==> src/rtl/core/qwc_pkg.sv <==
package qwc_pkg;

  localparam int QUAD_BYTES     = 16;
  localparam int PAGE_BYTES     = 8192;
  localparam int PAGES_PER_BANK = 128;

  localparam int NUM_CFG    = 7;
  localparam int CFG_IDX_W  = $clog2(NUM_CFG);
  localparam int REG_W      = 32;
  localparam int QUAD_SHIFT = $clog2(QUAD_BYTES);
  localparam int PAGE_SHIFT = $clog2(PAGE_BYTES);
  localparam int START_W    = REG_W - PAGE_SHIFT;
  localparam int PAGES_W    = REG_W + 1 - PAGE_SHIFT;
  localparam int SUM_W      = PAGES_W + 1;
  localparam int FIRST_W    = 7;
  localparam int COUNT_W    = 8;
  localparam int NUM_RES    = 3;
  localparam int RES_CNT_W  = $clog2(NUM_RES + 1);
  localparam int RES_IDX_W  = $clog2(NUM_RES);

  typedef enum logic [1:0] {
    FUNC_PROG  = 2'd0,
    FUNC_FLUSH = 2'd1,
    FUNC_ERASE = 2'd2,
    FUNC_NONE  = 2'd3
  } func_t;

  typedef enum logic [1:0] {
    KIND_PROG  = 2'd0,
    KIND_ERASE = 2'd1,
    KIND_ERR   = 2'd2,
    KIND_RSVD  = 2'd3
  } kind_t;

  typedef enum logic [CFG_IDX_W-1:0] {
    CFG_FLASH_START = 3'd0,
    CFG_META_BASE   = 3'd1,
    CFG_META_SIZE   = 3'd2,
    CFG_SLOT0_BASE  = 3'd3,
    CFG_SLOT0_SIZE  = 3'd4,
    CFG_SLOT1_BASE  = 3'd5,
    CFG_SLOT1_SIZE  = 3'd6,
    CFG_UNUSED      = 3'd7
  } cfg_idx_t;

  typedef struct packed {
    logic [1:0]       func;
    logic [REG_W-1:0] address;
    logic [7:0]       byte_value;
    logic [REG_W-1:0] length;
    logic             call_start;
  } item_t;

  typedef struct packed {
    logic [1:0]         kind;
    logic [REG_W-1:0]   quad_address;
    logic [63:0]        data_low;
    logic [63:0]        data_high;
    logic               bank_select;
    logic [FIRST_W-1:0] first_page;
    logic [COUNT_W-1:0] page_count;
    logic               last;
  } res_t;

  typedef struct packed {
    logic [RES_CNT_W-1:0]    cnt;
    res_t [NUM_RES-1:0]      res;
  } bundle_t;

endpackage

==> src/rtl/core/qwc_in_stage.sv <==
module qwc_in_stage (
  input  logic                  clk,
  input  logic                  rst_n,
  input  logic                  in_valid,
  output logic                  in_ready,
  input  qwc_pkg::item_t        in_item,
  input  logic                  take,
  output logic                  item_valid,
  output qwc_pkg::item_t        item
);
  import qwc_pkg::*;

  logic  valid_r, valid_nxt;
  item_t item_r;

  assign in_ready   = !valid_r || take;
  assign item_valid = valid_r;
  assign item       = item_r;

  always_comb begin
    valid_nxt = valid_r;
    if (in_valid && in_ready) begin
      valid_nxt = 1'b1;
    end else if (take) begin
      valid_nxt = 1'b0;
    end
  end

  always_ff @(posedge clk) begin
    if (!rst_n) begin
      valid_r <= 1'b0;
    end else begin
      valid_r <= valid_nxt;
    end
  end

  always_ff @(posedge clk) begin
    if (in_valid && in_ready) begin
      item_r <= in_item;
    end
  end

endmodule

==> src/rtl/core/qwc_core.sv <==
module qwc_core (
  input  logic                           clk,
  input  logic                           rst_n,
  input  logic                           cfg_wr_en,
  input  logic [qwc_pkg::CFG_IDX_W-1:0]  cfg_index,
  input  logic [qwc_pkg::REG_W-1:0]      cfg_wdata,
  input  logic                           take,
  input  qwc_pkg::item_t                 item,
  output qwc_pkg::bundle_t               bundle
);
  import qwc_pkg::*;

  localparam int QW_W  = 8 * QUAD_BYTES;
  localparam int BASE_W = REG_W - QUAD_SHIFT;

  logic [REG_W-1:0] flash_start_r, meta_base_r, meta_size_r;
  logic [REG_W-1:0] slot0_base_r, slot0_size_r, slot1_base_r, slot1_size_r;

  logic [QW_W-1:0]       buf_r, buf_nxt;
  logic                  open_r, open_nxt;
  logic [BASE_W-1:0]     base_r, base_nxt;
  logic [QUAD_SHIFT-1:0] fill_r, fill_nxt;
  logic                  rej_r, rej_nxt;

  logic [REG_W-1:0] addr, len, call_end, end_m1, meta_end, slot0_end, slot1_end;
  logic             allowed;

  logic [REG_W-1:0]   off;
  logic [START_W-1:0] start_pg, room, bank1_start;
  logic [REG_W:0]     len_up;
  logic [PAGES_W-1:0] pages, run0, rem;
  logic [SUM_W-1:0]   total;
  logic               over, in_bank0, misaligned;

  logic                  go, restart, full;
  logic [QW_W-1:0]       eff_buf, new_buf;
  logic [BASE_W-1:0]     eff_base;
  logic [QUAD_SHIFT-1:0] eff_fill;
  logic [QUAD_SHIFT:0]   fill_inc;

  logic   va, vb, vc;
  res_t   ra, rb, rc, s0, s1, s2, old_flush;
  logic [RES_CNT_W-1:0] cnt;

  function automatic res_t prog_res(logic [BASE_W-1:0] base, logic [QW_W-1:0] data);
    res_t r;
    r              = '0;
    r.kind         = KIND_PROG;
    r.quad_address = {base, {QUAD_SHIFT{1'b0}}};
    r.data_low     = data[63:0];
    r.data_high    = data[127:64];
    return r;
  endfunction

  function automatic res_t run_res(logic bank, logic [FIRST_W-1:0] fp,
                                   logic [COUNT_W-1:0] pc);
    res_t r;
    r             = '0;
    r.kind        = KIND_ERASE;
    r.bank_select = bank;
    r.first_page  = fp;
    r.page_count  = pc;
    return r;
  endfunction

  function automatic res_t err_res();
    res_t r;
    r      = '0;
    r.kind = KIND_ERR;
    return r;
  endfunction

  always_ff @(posedge clk) begin
    if (!rst_n) begin
      flash_start_r <= 32'h0800_0000;
      meta_base_r   <= '0;
      meta_size_r   <= '0;
      slot0_base_r  <= '0;
      slot0_size_r  <= '0;
      slot1_base_r  <= '0;
      slot1_size_r  <= '0;
    end else if (cfg_wr_en) begin
      case (cfg_index)
        CFG_FLASH_START: flash_start_r <= cfg_wdata;
        CFG_META_BASE:   meta_base_r   <= cfg_wdata;
        CFG_META_SIZE:   meta_size_r   <= cfg_wdata;
        CFG_SLOT0_BASE:  slot0_base_r  <= cfg_wdata;
        CFG_SLOT0_SIZE:  slot0_size_r  <= cfg_wdata;
        CFG_SLOT1_BASE:  slot1_base_r  <= cfg_wdata;
        CFG_SLOT1_SIZE:  slot1_size_r  <= cfg_wdata;
        default: ;
      endcase
    end
  end

  assign addr      = item.address;
  assign len       = item.length;
  assign call_end  = addr + len;
  assign end_m1    = call_end - 1'b1;
  assign meta_end  = meta_base_r + meta_size_r;
  assign slot0_end = slot0_base_r + slot0_size_r;
  assign slot1_end = slot1_base_r + slot1_size_r;

  assign allowed =
      (addr >= meta_base_r && addr < meta_end && call_end <= meta_end) ||
      (addr >= slot0_base_r && addr < slot0_end &&
       end_m1 >= slot0_base_r && end_m1 < slot0_end) ||
      (addr >= slot1_base_r && addr < slot1_end &&
       end_m1 >= slot1_base_r && end_m1 < slot1_end);

  assign off         = addr - flash_start_r;
  assign start_pg    = off[REG_W-1:PAGE_SHIFT];
  assign len_up      = {1'b0, len} + (REG_W+1)'(PAGE_BYTES - 1);
  assign pages       = len_up[REG_W:PAGE_SHIFT];
  assign total       = SUM_W'(start_pg) + SUM_W'(pages);
  assign over        = total > SUM_W'(2 * PAGES_PER_BANK);
  assign in_bank0    = start_pg < START_W'(PAGES_PER_BANK);
  assign room        = START_W'(PAGES_PER_BANK) - start_pg;
  assign run0        = (pages < PAGES_W'(room)) ? pages : PAGES_W'(room);
  assign rem         = pages - run0;
  assign bank1_start = start_pg - START_W'(PAGES_PER_BANK);
  assign misaligned  = addr[PAGE_SHIFT-1:0] != '0;

  assign old_flush = prog_res(base_r, buf_r);
  assign restart   = !open_r || ({base_r, fill_r} != addr);
  assign eff_buf   = restart ? '1 : buf_r;
  assign eff_base  = restart ? addr[REG_W-1:QUAD_SHIFT] : base_r;
  assign eff_fill  = restart ? addr[QUAD_SHIFT-1:0] : fill_r;
  assign fill_inc  = {1'b0, eff_fill} + 1'b1;
  assign full      = fill_inc[QUAD_SHIFT];

  always_comb begin
    for (int i = 0; i < QUAD_BYTES; i++) begin
      new_buf[8*i +: 8] = (eff_fill == QUAD_SHIFT'(i)) ? item.byte_value
                                                        : eff_buf[8*i +: 8];
    end
  end

  always_comb begin
    va       = 1'b0;
    vb       = 1'b0;
    vc       = 1'b0;
    ra       = old_flush;
    rb       = err_res();
    rc       = '0;
    go       = 1'b0;
    open_nxt = open_r;
    base_nxt = base_r;
    fill_nxt = fill_r;
    buf_nxt  = buf_r;
    rej_nxt  = rej_r;
    case (item.func)
      FUNC_PROG: begin
        go = 1'b1;
        if (item.call_start) begin
          rej_nxt = 1'b0;
          if (len == '0) begin
            rej_nxt = 1'b1;
            go      = 1'b0;
          end else if (!allowed) begin
            rej_nxt = 1'b1;
            go      = 1'b0;
            vb      = 1'b1;
          end
        end else if (rej_r) begin
          go = 1'b0;
        end
        if (go) begin
          va       = open_r && restart && (fill_r != '0);
          base_nxt = eff_base;
          buf_nxt  = new_buf;
          if (full) begin
            vb       = 1'b1;
            rb       = prog_res(eff_base, new_buf);
            open_nxt = 1'b0;
            fill_nxt = '0;
          end else begin
            open_nxt = 1'b1;
            fill_nxt = fill_inc[QUAD_SHIFT-1:0];
          end
        end
      end
      FUNC_FLUSH: begin
        va       = open_r && (fill_r != '0);
        open_nxt = 1'b0;
        fill_nxt = '0;
      end
      FUNC_ERASE: begin
        if (len == '0 || !allowed) begin
          vb = 1'b1;
        end else begin
          va       = open_r && (fill_r != '0);
          open_nxt = 1'b0;
          fill_nxt = '0;
          vb       = 1'b1;
          if (misaligned || over) begin
            rb = err_res();
          end else if (in_bank0) begin
            rb = run_res(1'b0, FIRST_W'(start_pg), COUNT_W'(run0));
            vc = rem != '0;
            rc = run_res(1'b1, '0, COUNT_W'(rem));
          end else begin
            rb = run_res(1'b1, FIRST_W'(bank1_start), COUNT_W'(pages));
          end
        end
      end
      default: ;
    endcase
  end

  always_comb begin
    s0  = va ? ra : (vb ? rb : rc);
    s1  = va ? (vb ? rb : rc) : rc;
    s2  = rc;
    cnt = RES_CNT_W'(va) + RES_CNT_W'(vb) + RES_CNT_W'(vc);
    case (cnt)
      RES_CNT_W'(1): s0.last = 1'b1;
      RES_CNT_W'(2): s1.last = 1'b1;
      RES_CNT_W'(3): s2.last = 1'b1;
      default: ;
    endcase
    bundle.cnt = cnt;
    bundle.res = {s2, s1, s0};
  end

  always_ff @(posedge clk) begin
    if (!rst_n) begin
      open_r <= 1'b0;
      fill_r <= '0;
      rej_r  <= 1'b0;
    end else if (take) begin
      open_r <= open_nxt;
      fill_r <= fill_nxt;
      rej_r  <= rej_nxt;
    end
  end

  always_ff @(posedge clk) begin
    if (take) begin
      base_r <= base_nxt;
      buf_r  <= buf_nxt;
    end
  end

endmodule

==> src/rtl/core/qwc_out_buf.sv <==
module qwc_out_buf (
  input  logic              clk,
  input  logic              rst_n,
  input  logic              take,
  input  qwc_pkg::bundle_t  bundle,
  output logic              load_ok,
  output logic              out_valid,
  input  logic              out_ready,
  output qwc_pkg::res_t     out_res
);
  import qwc_pkg::*;

  res_t                 slot_r [NUM_RES];
  logic [RES_CNT_W-1:0] pend_r, pend_nxt;
  logic [RES_IDX_W-1:0] pos_r, pos_nxt;
  logic                 pop;

  assign out_valid = pend_r != '0;
  assign out_res   = slot_r[pos_r];
  assign pop       = out_valid && out_ready;
  assign load_ok   = (pend_r == '0) || (pend_r == RES_CNT_W'(1) && out_ready);

  always_comb begin
    pend_nxt = pend_r;
    pos_nxt  = pos_r;
    if (take) begin
      pend_nxt = bundle.cnt;
      pos_nxt  = '0;
    end else if (pop) begin
      pend_nxt = pend_r - 1'b1;
      pos_nxt  = pos_r + 1'b1;
    end
  end

  always_ff @(posedge clk) begin
    if (!rst_n) begin
      pend_r <= '0;
      pos_r  <= '0;
    end else begin
      pend_r <= pend_nxt;
      pos_r  <= pos_nxt;
    end
  end

  always_ff @(posedge clk) begin
    if (take) begin
      for (int i = 0; i < NUM_RES; i++) begin
        slot_r[i] <= bundle.res[i];
      end
    end
  end

endmodule

==> src/rtl/core/flash_quadword_write_combiner.sv <==
// Flash write front end: program bytes are packed into 16-byte quadwords
// (padded with 0xFF) and leave as program transactions; erases are checked
// and split into per-bank page runs; rejected requests give one error
// transaction, but a zero-length program call gives none. Inputs are
// registered in the input stage, results in the output buffer. An input
// yielding at most one result is taken every cycle while out_ready is high;
// one yielding two or three holds the input while the three-entry output
// buffer drains, as it reloads only when its last pending result leaves.
// Configuration must be written only while the block is idle (unenforced).
module flash_quadword_write_combiner (
  input  logic                           clk,
  input  logic                           rst_n,
  input  logic                           cfg_wr_en,
  input  logic [qwc_pkg::CFG_IDX_W-1:0]  cfg_index,
  input  logic [qwc_pkg::REG_W-1:0]      cfg_wdata,
  input  logic                           in_valid,
  output logic                           in_ready,
  input  logic [1:0]                     in_func,
  input  logic [31:0]                    in_address,
  input  logic [7:0]                     in_byte_value,
  input  logic [31:0]                    in_length,
  input  logic                           in_call_start,
  output logic                           out_valid,
  input  logic                           out_ready,
  output logic [1:0]                     out_kind,
  output logic [31:0]                    out_quad_address,
  output logic [63:0]                    out_data_low,
  output logic [63:0]                    out_data_high,
  output logic                           out_bank_select,
  output logic [6:0]                     out_first_page,
  output logic [7:0]                     out_page_count,
  output logic                           out_last
);
  import qwc_pkg::*;

  item_t   in_item, item;
  logic    item_valid, take, load_ok;
  bundle_t bundle;
  res_t    out_res;

  assign in_item.func       = in_func;
  assign in_item.address    = in_address;
  assign in_item.byte_value = in_byte_value;
  assign in_item.length     = in_length;
  assign in_item.call_start = in_call_start;

  assign take = item_valid && load_ok;

  qwc_in_stage u_in_stage (
    .clk        (clk),
    .rst_n      (rst_n),
    .in_valid   (in_valid),
    .in_ready   (in_ready),
    .in_item    (in_item),
    .take       (take),
    .item_valid (item_valid),
    .item       (item)
  );

  qwc_core u_core (
    .clk       (clk),
    .rst_n     (rst_n),
    .cfg_wr_en (cfg_wr_en),
    .cfg_index (cfg_index),
    .cfg_wdata (cfg_wdata),
    .take      (take),
    .item      (item),
    .bundle    (bundle)
  );

  qwc_out_buf u_out_buf (
    .clk       (clk),
    .rst_n     (rst_n),
    .take      (take),
    .bundle    (bundle),
    .load_ok   (load_ok),
    .out_valid (out_valid),
    .out_ready (out_ready),
    .out_res   (out_res)
  );

  assign out_kind         = out_res.kind;
  assign out_quad_address = out_res.quad_address;
  assign out_data_low     = out_res.data_low;
  assign out_data_high    = out_res.data_high;
  assign out_bank_select  = out_res.bank_select;
  assign out_first_page   = out_res.first_page;
  assign out_page_count   = out_res.page_count;
  assign out_last         = out_res.last;

  a_prog_aligned: assert property (@(posedge clk) disable iff (!rst_n)
    out_valid && out_kind == KIND_PROG |-> out_quad_address[QUAD_SHIFT-1:0] == '0)
    else $error("program transaction address not quadword aligned");

  a_erase_nonempty: assert property (@(posedge clk) disable iff (!rst_n)
    out_valid && out_kind == KIND_ERASE |-> out_page_count != '0 && out_quad_address == '0)
    else $error("erase run malformed");

  a_err_clean: assert property (@(posedge clk) disable iff (!rst_n)
    out_valid && out_kind == KIND_ERR |-> out_data_low == '0 && out_data_high == '0)
    else $error("error transaction carries data");

  a_take_held: assert property (@(posedge clk) disable iff (!rst_n)
    take |-> item_valid && load_ok)
    else $error("core consumed without a held item");

endmodule
==> config.mk <==
export PLATFORM = sky130hd
export DESIGN_NAME = flash_quadword_write_combiner
export DESIGN_NICKNAME = d
export VERILOG_FILES = /design/src/rtl/core/qwc_pkg.sv /design/src/rtl/core/qwc_in_stage.sv /design/src/rtl/core/qwc_core.sv /design/src/rtl/core/qwc_out_buf.sv /design/src/rtl/core/flash_quadword_write_combiner.sv
export SDC_FILE = /design/constraint.sdc
export NUM_CORES = 2
export LEC_CHECK = 0
export ABC_AREA = 1
export BUFFER_PORTS_ARGS = -buffer_cell sky130_fd_sc_hd__clkbuf_2
export CORE_UTILIZATION = 63
export CTS_CLUSTER_SIZE = 20
export DETAILED_ROUTE_END_ITERATION = 8
export PLACE_DENSITY = 0.81
export SLEW_MARGIN = 15
export SYNTH_ARGS = -nofsm -noshare
export SYNTH_HDL_FRONTEND = slang
export SYNTH_SLANG_ARGS = --single-unit
==> constraint.sdc <==
create_clock -name clk -period 40.5 [get_ports clk]
set_clock_uncertainty 0.1 [all_clocks]
set_input_delay 4.05 -clock clk [delete_from_list [all_inputs] [get_ports clk]]
set_output_delay 4.05 -clock clk [all_outputs]
set_load 0.03 [all_outputs]
==> results.json <==
{
  "outcome": "finished, final reports clean",
  "cts_root_buf": "clkbuf_16",
  "die-area_mm2": 0.0879,
  "end_kind": "register",
  "critPathKind": "reg -> reg",
  "placed_area_mm2": 0.0569,
  "core_mm2": 0.0855,
  "wl_per_cell_um": 21.2,
  "firstDrtPassIters": 6,
  "async_flop_share": 0,
  "pwr-share-seq": 0.361,
  "cpMostUsedCell": "nand2_1",
  "max_freq_mhz": 100,
  "fp-row-count": 107,
  "hold_buffers": 0,
  "clkPwrFrac": 0.297,
  "cp.arrival_ns": 10.49,
  "syn2layout_area_growth_pct": 9.61,
  "die_x_um": 296,
  "drtAntennaViolNets": 0,
  "postCtsSetupBuffers": 0,
  "cap_violations": 0,
  "tightestPinTransition_ns": 1.24,
  "finalMaxSlewViolations": 0,
  "synth_ff_type": "edfxtp_1",
  "vias_per_cell": 5.97,
  "cts_resized": 0,
  "powerDensity_mw_per_mm2": 47.2,
  "p_switching_uw": 1070,
  "grt_pass1_wl_um": 261000,
  "required_ns": 40.99,
  "portBuffers": 291,
  "p_int_uw": 1760,
  "peakVddDrop_uv": 59.3,
  "synth-seq-cells": 828,
  "hold_path.class": "reg -> reg",
  "netlist_instances": 6867,
  "ys_warn_count": 0,
  "vias": 49202,
  "seq_area_frac_synth": 0.412,
  "synthTopCellsByArea": "edfxtp_1 (32%), ha_1 (13%), dfxtp_1 (8.7%), nor2_1 (8.6%), nand2_1 (7.9%)",
  "power.leakage_uw": 0.0253,
  "yosys.area.top_type": "edfxtp_1",
  "syn_area_mm2": 0.0546,
  "start_kind": "register",
  "syn_area_per_cell_um2": 7.95,
  "path_clk_slew_ns": 0.06,
  "fin_nets": 7719,
  "synthMostInstantiatedCell": "nor2_1",
  "fin_util": 0.700,
  "grt_setup_unrepaired": "false",
  "gp_congestion": 1.05,
  "worst_path_max_delay_cell": "edfxtp_1",
  "pwr-share-comb": 0.342,
  "pin_count": 296,
  "slowest_delay_ns": 0.77,
  "cp_max_fo": 30,
  "cts_tree": "built",
  "initial_core_util": 0.638,
  "fin_setup_tns_ns": 0,
  "route.detailed.drc": 0,
  "grt_pass1_vias": 45880,
  "cts.sinks": 828,
  "fill_cells": 6999,
  "fin_crit_sh": 0.247,
  "synth_edf_count": 591,
  "finalCriticalPeriod_ns": 10.00,
  "htreeDepth": 3,
  "p_sw_frac": 0.379,
  "grt_overflow": 0,
  "dp_hpwl_um": 126000,
  "clock_latency_ns": 0.70,
  "synth_common_cells": "nor2_1 (1,249), nand2_1 (1,144), o21ai_0 (737)",
  "wl_um": 175000,
  "grt_max_degree": 203,
  "drive_gt1_frac": 0.0750,
  "antenna_found_initial": 4,
  "relSlewSlack": 0.174,
  "cts-buffers-inserted": 90,
  "fp.dieH_um": 296,
  "drt_iter0_markers": 4723,
  "yosysTopAreaCellShare": 0.325,
  "stdcell_area_mm2": 0.0599,
  "setup_viol_count_final": 0,
  "grt_usage": 0.388,
  "cts_buffer_depth": 3,
  "hold_viol": 0,
  "ys_types": 65
}
==> registers in the layout (all words and copies together), names as in the netlist, 28 cells and up, named ones only <==
register / cells
u_core.slot1_size_r: 32
u_core.slot1_base_r: 32
u_core.slot0_size_r: 32
u_out_buf.slot_r: 360
u_core.buf_r: 128
u_core.meta_size_r: 32
u_core.flash_start_r: 32
u_core.slot0_base_r: 32
u_in_stage.item: 75
u_core.meta_base_r: 32
u_core.base_r: 28
==> final cells by class <==
class                           count  area, µm²  area share
Clock buffer                      118       2470      0.0413
Timing Repair Buffer              349       1930      0.0323
Clock inverter                     46        507     0.00847
Antenna cell                        2       5.00   0.0000836
Tap cell                         1144       1430      0.0239
Inverter                          573       2160      0.0361
Sequential cell                   828      22500       0.376
Multi-Input combinational cell   5184      28900       0.482
==> per-layer routing <==
layer | wire length (µm) | vias to the layer above | track usage
li1 | - | 23642 | -
met1 | 68000 | 22907 | 0.483
met2 | 82000 | 2193 | 0.650
met3 | 14400 | 460 | 0.0622
met4 | 10100 | 0 | 0.206
met5 | 0 | - | 0
==> path summary, 6_finish.rpt <==
path         cells past startpoint  slack [ns]                     start                       end
min reg2reg                      2        0.36  u_core.flash_start_r[20]  u_core.flash_start_r[20]
min                              2        0.36  u_core.flash_start_r[20]  u_core.flash_start_r[20]
max reg2reg                     47       30.50       u_in_stage.item[45]       u_out_buf.pend_r[0]
max                             47       30.50       u_in_stage.item[45]       u_out_buf.pend_r[0]
==> power groups by stage <==
stage / logic (µW) / clock network [µW] / registers, µW
floorplan: 664 / 0 / 1060
global placement: 932 / 0 / 1030
detailed placement: 948 / 0 / 1040
CTS: 954 / 844 / 1020
global route: 1070 / 873 / 1020
finish: 968 / 840 / 1020
==> through the flow <==
step                      total power [µW]  worst slack, ns  hold slack, ns  cells
after floorplan                       1730             6.67           0.333   6870
after global placement                1960            31.24           0.345   8078
after detailed placement              1980            30.79           0.352   8078
after CTS                             2820            30.76           0.360   8242
after global routing                  2970            29.78           0.382   8242
final                                 2830            30.50           0.358   8244
==> cells in the final DEF, fill, tap and decap left out, types with 9 or more instances in the layout <==
cell type  netlist  routed
a211oi_1        10      10
a21boi_0        13      13
a21o_1          30      30
a21oi_1        669     669
a31oi_1         13      13
buf_4            4      56
clkbuf_1       222      20
clkbuf_16        0      93
clkbuf_2         0     290
clkinv_1         3      22
clkinv_2         0      12
dfxtp_1        237     236
edfxtp_1       591     591
ha_1           571     571
inv_1          568     563
nand2_1       1144    1143
nand2_2          9       9
nand3_1        196     196
nand3b_1        10      10
nand4_1         79      79
nor2_1        1249    1244
nor2_2           6       9
nor3_1          89      88
nor4_1          23      23
o211ai_1        16      16
o21a_1          13      13
o21ai_0        737     737
o21bai_1        14      14
o221ai_1        10      10
xnor2_1         80      80
xor2_1         121     121
==> kinds of logic after synthesis <==
kind of cell	synth area share
adders and majority gates	0.133
xor gates and xnor gates	0.0334
AOI/OAI and AO/OA	0.150
and+or+nand+nor	0.211
buffers and inverters	0.0608
DFF	0.412
other	0.0000687
==> critical path: cells and delay by family (launching register included) <==
family | cells | cell delay [ns]
AOI/OAI and AO/OA | 12 | 2.78
xor gates and xnor gates | 2 | 0.78
DFF | 1 | 0.77
and+or+nand+nor | 22 | 2.75
adders and majority gates | 5 | 2.00
buffers and inverters | 6 | 0.76
Power figures use the tool's default switching activity.
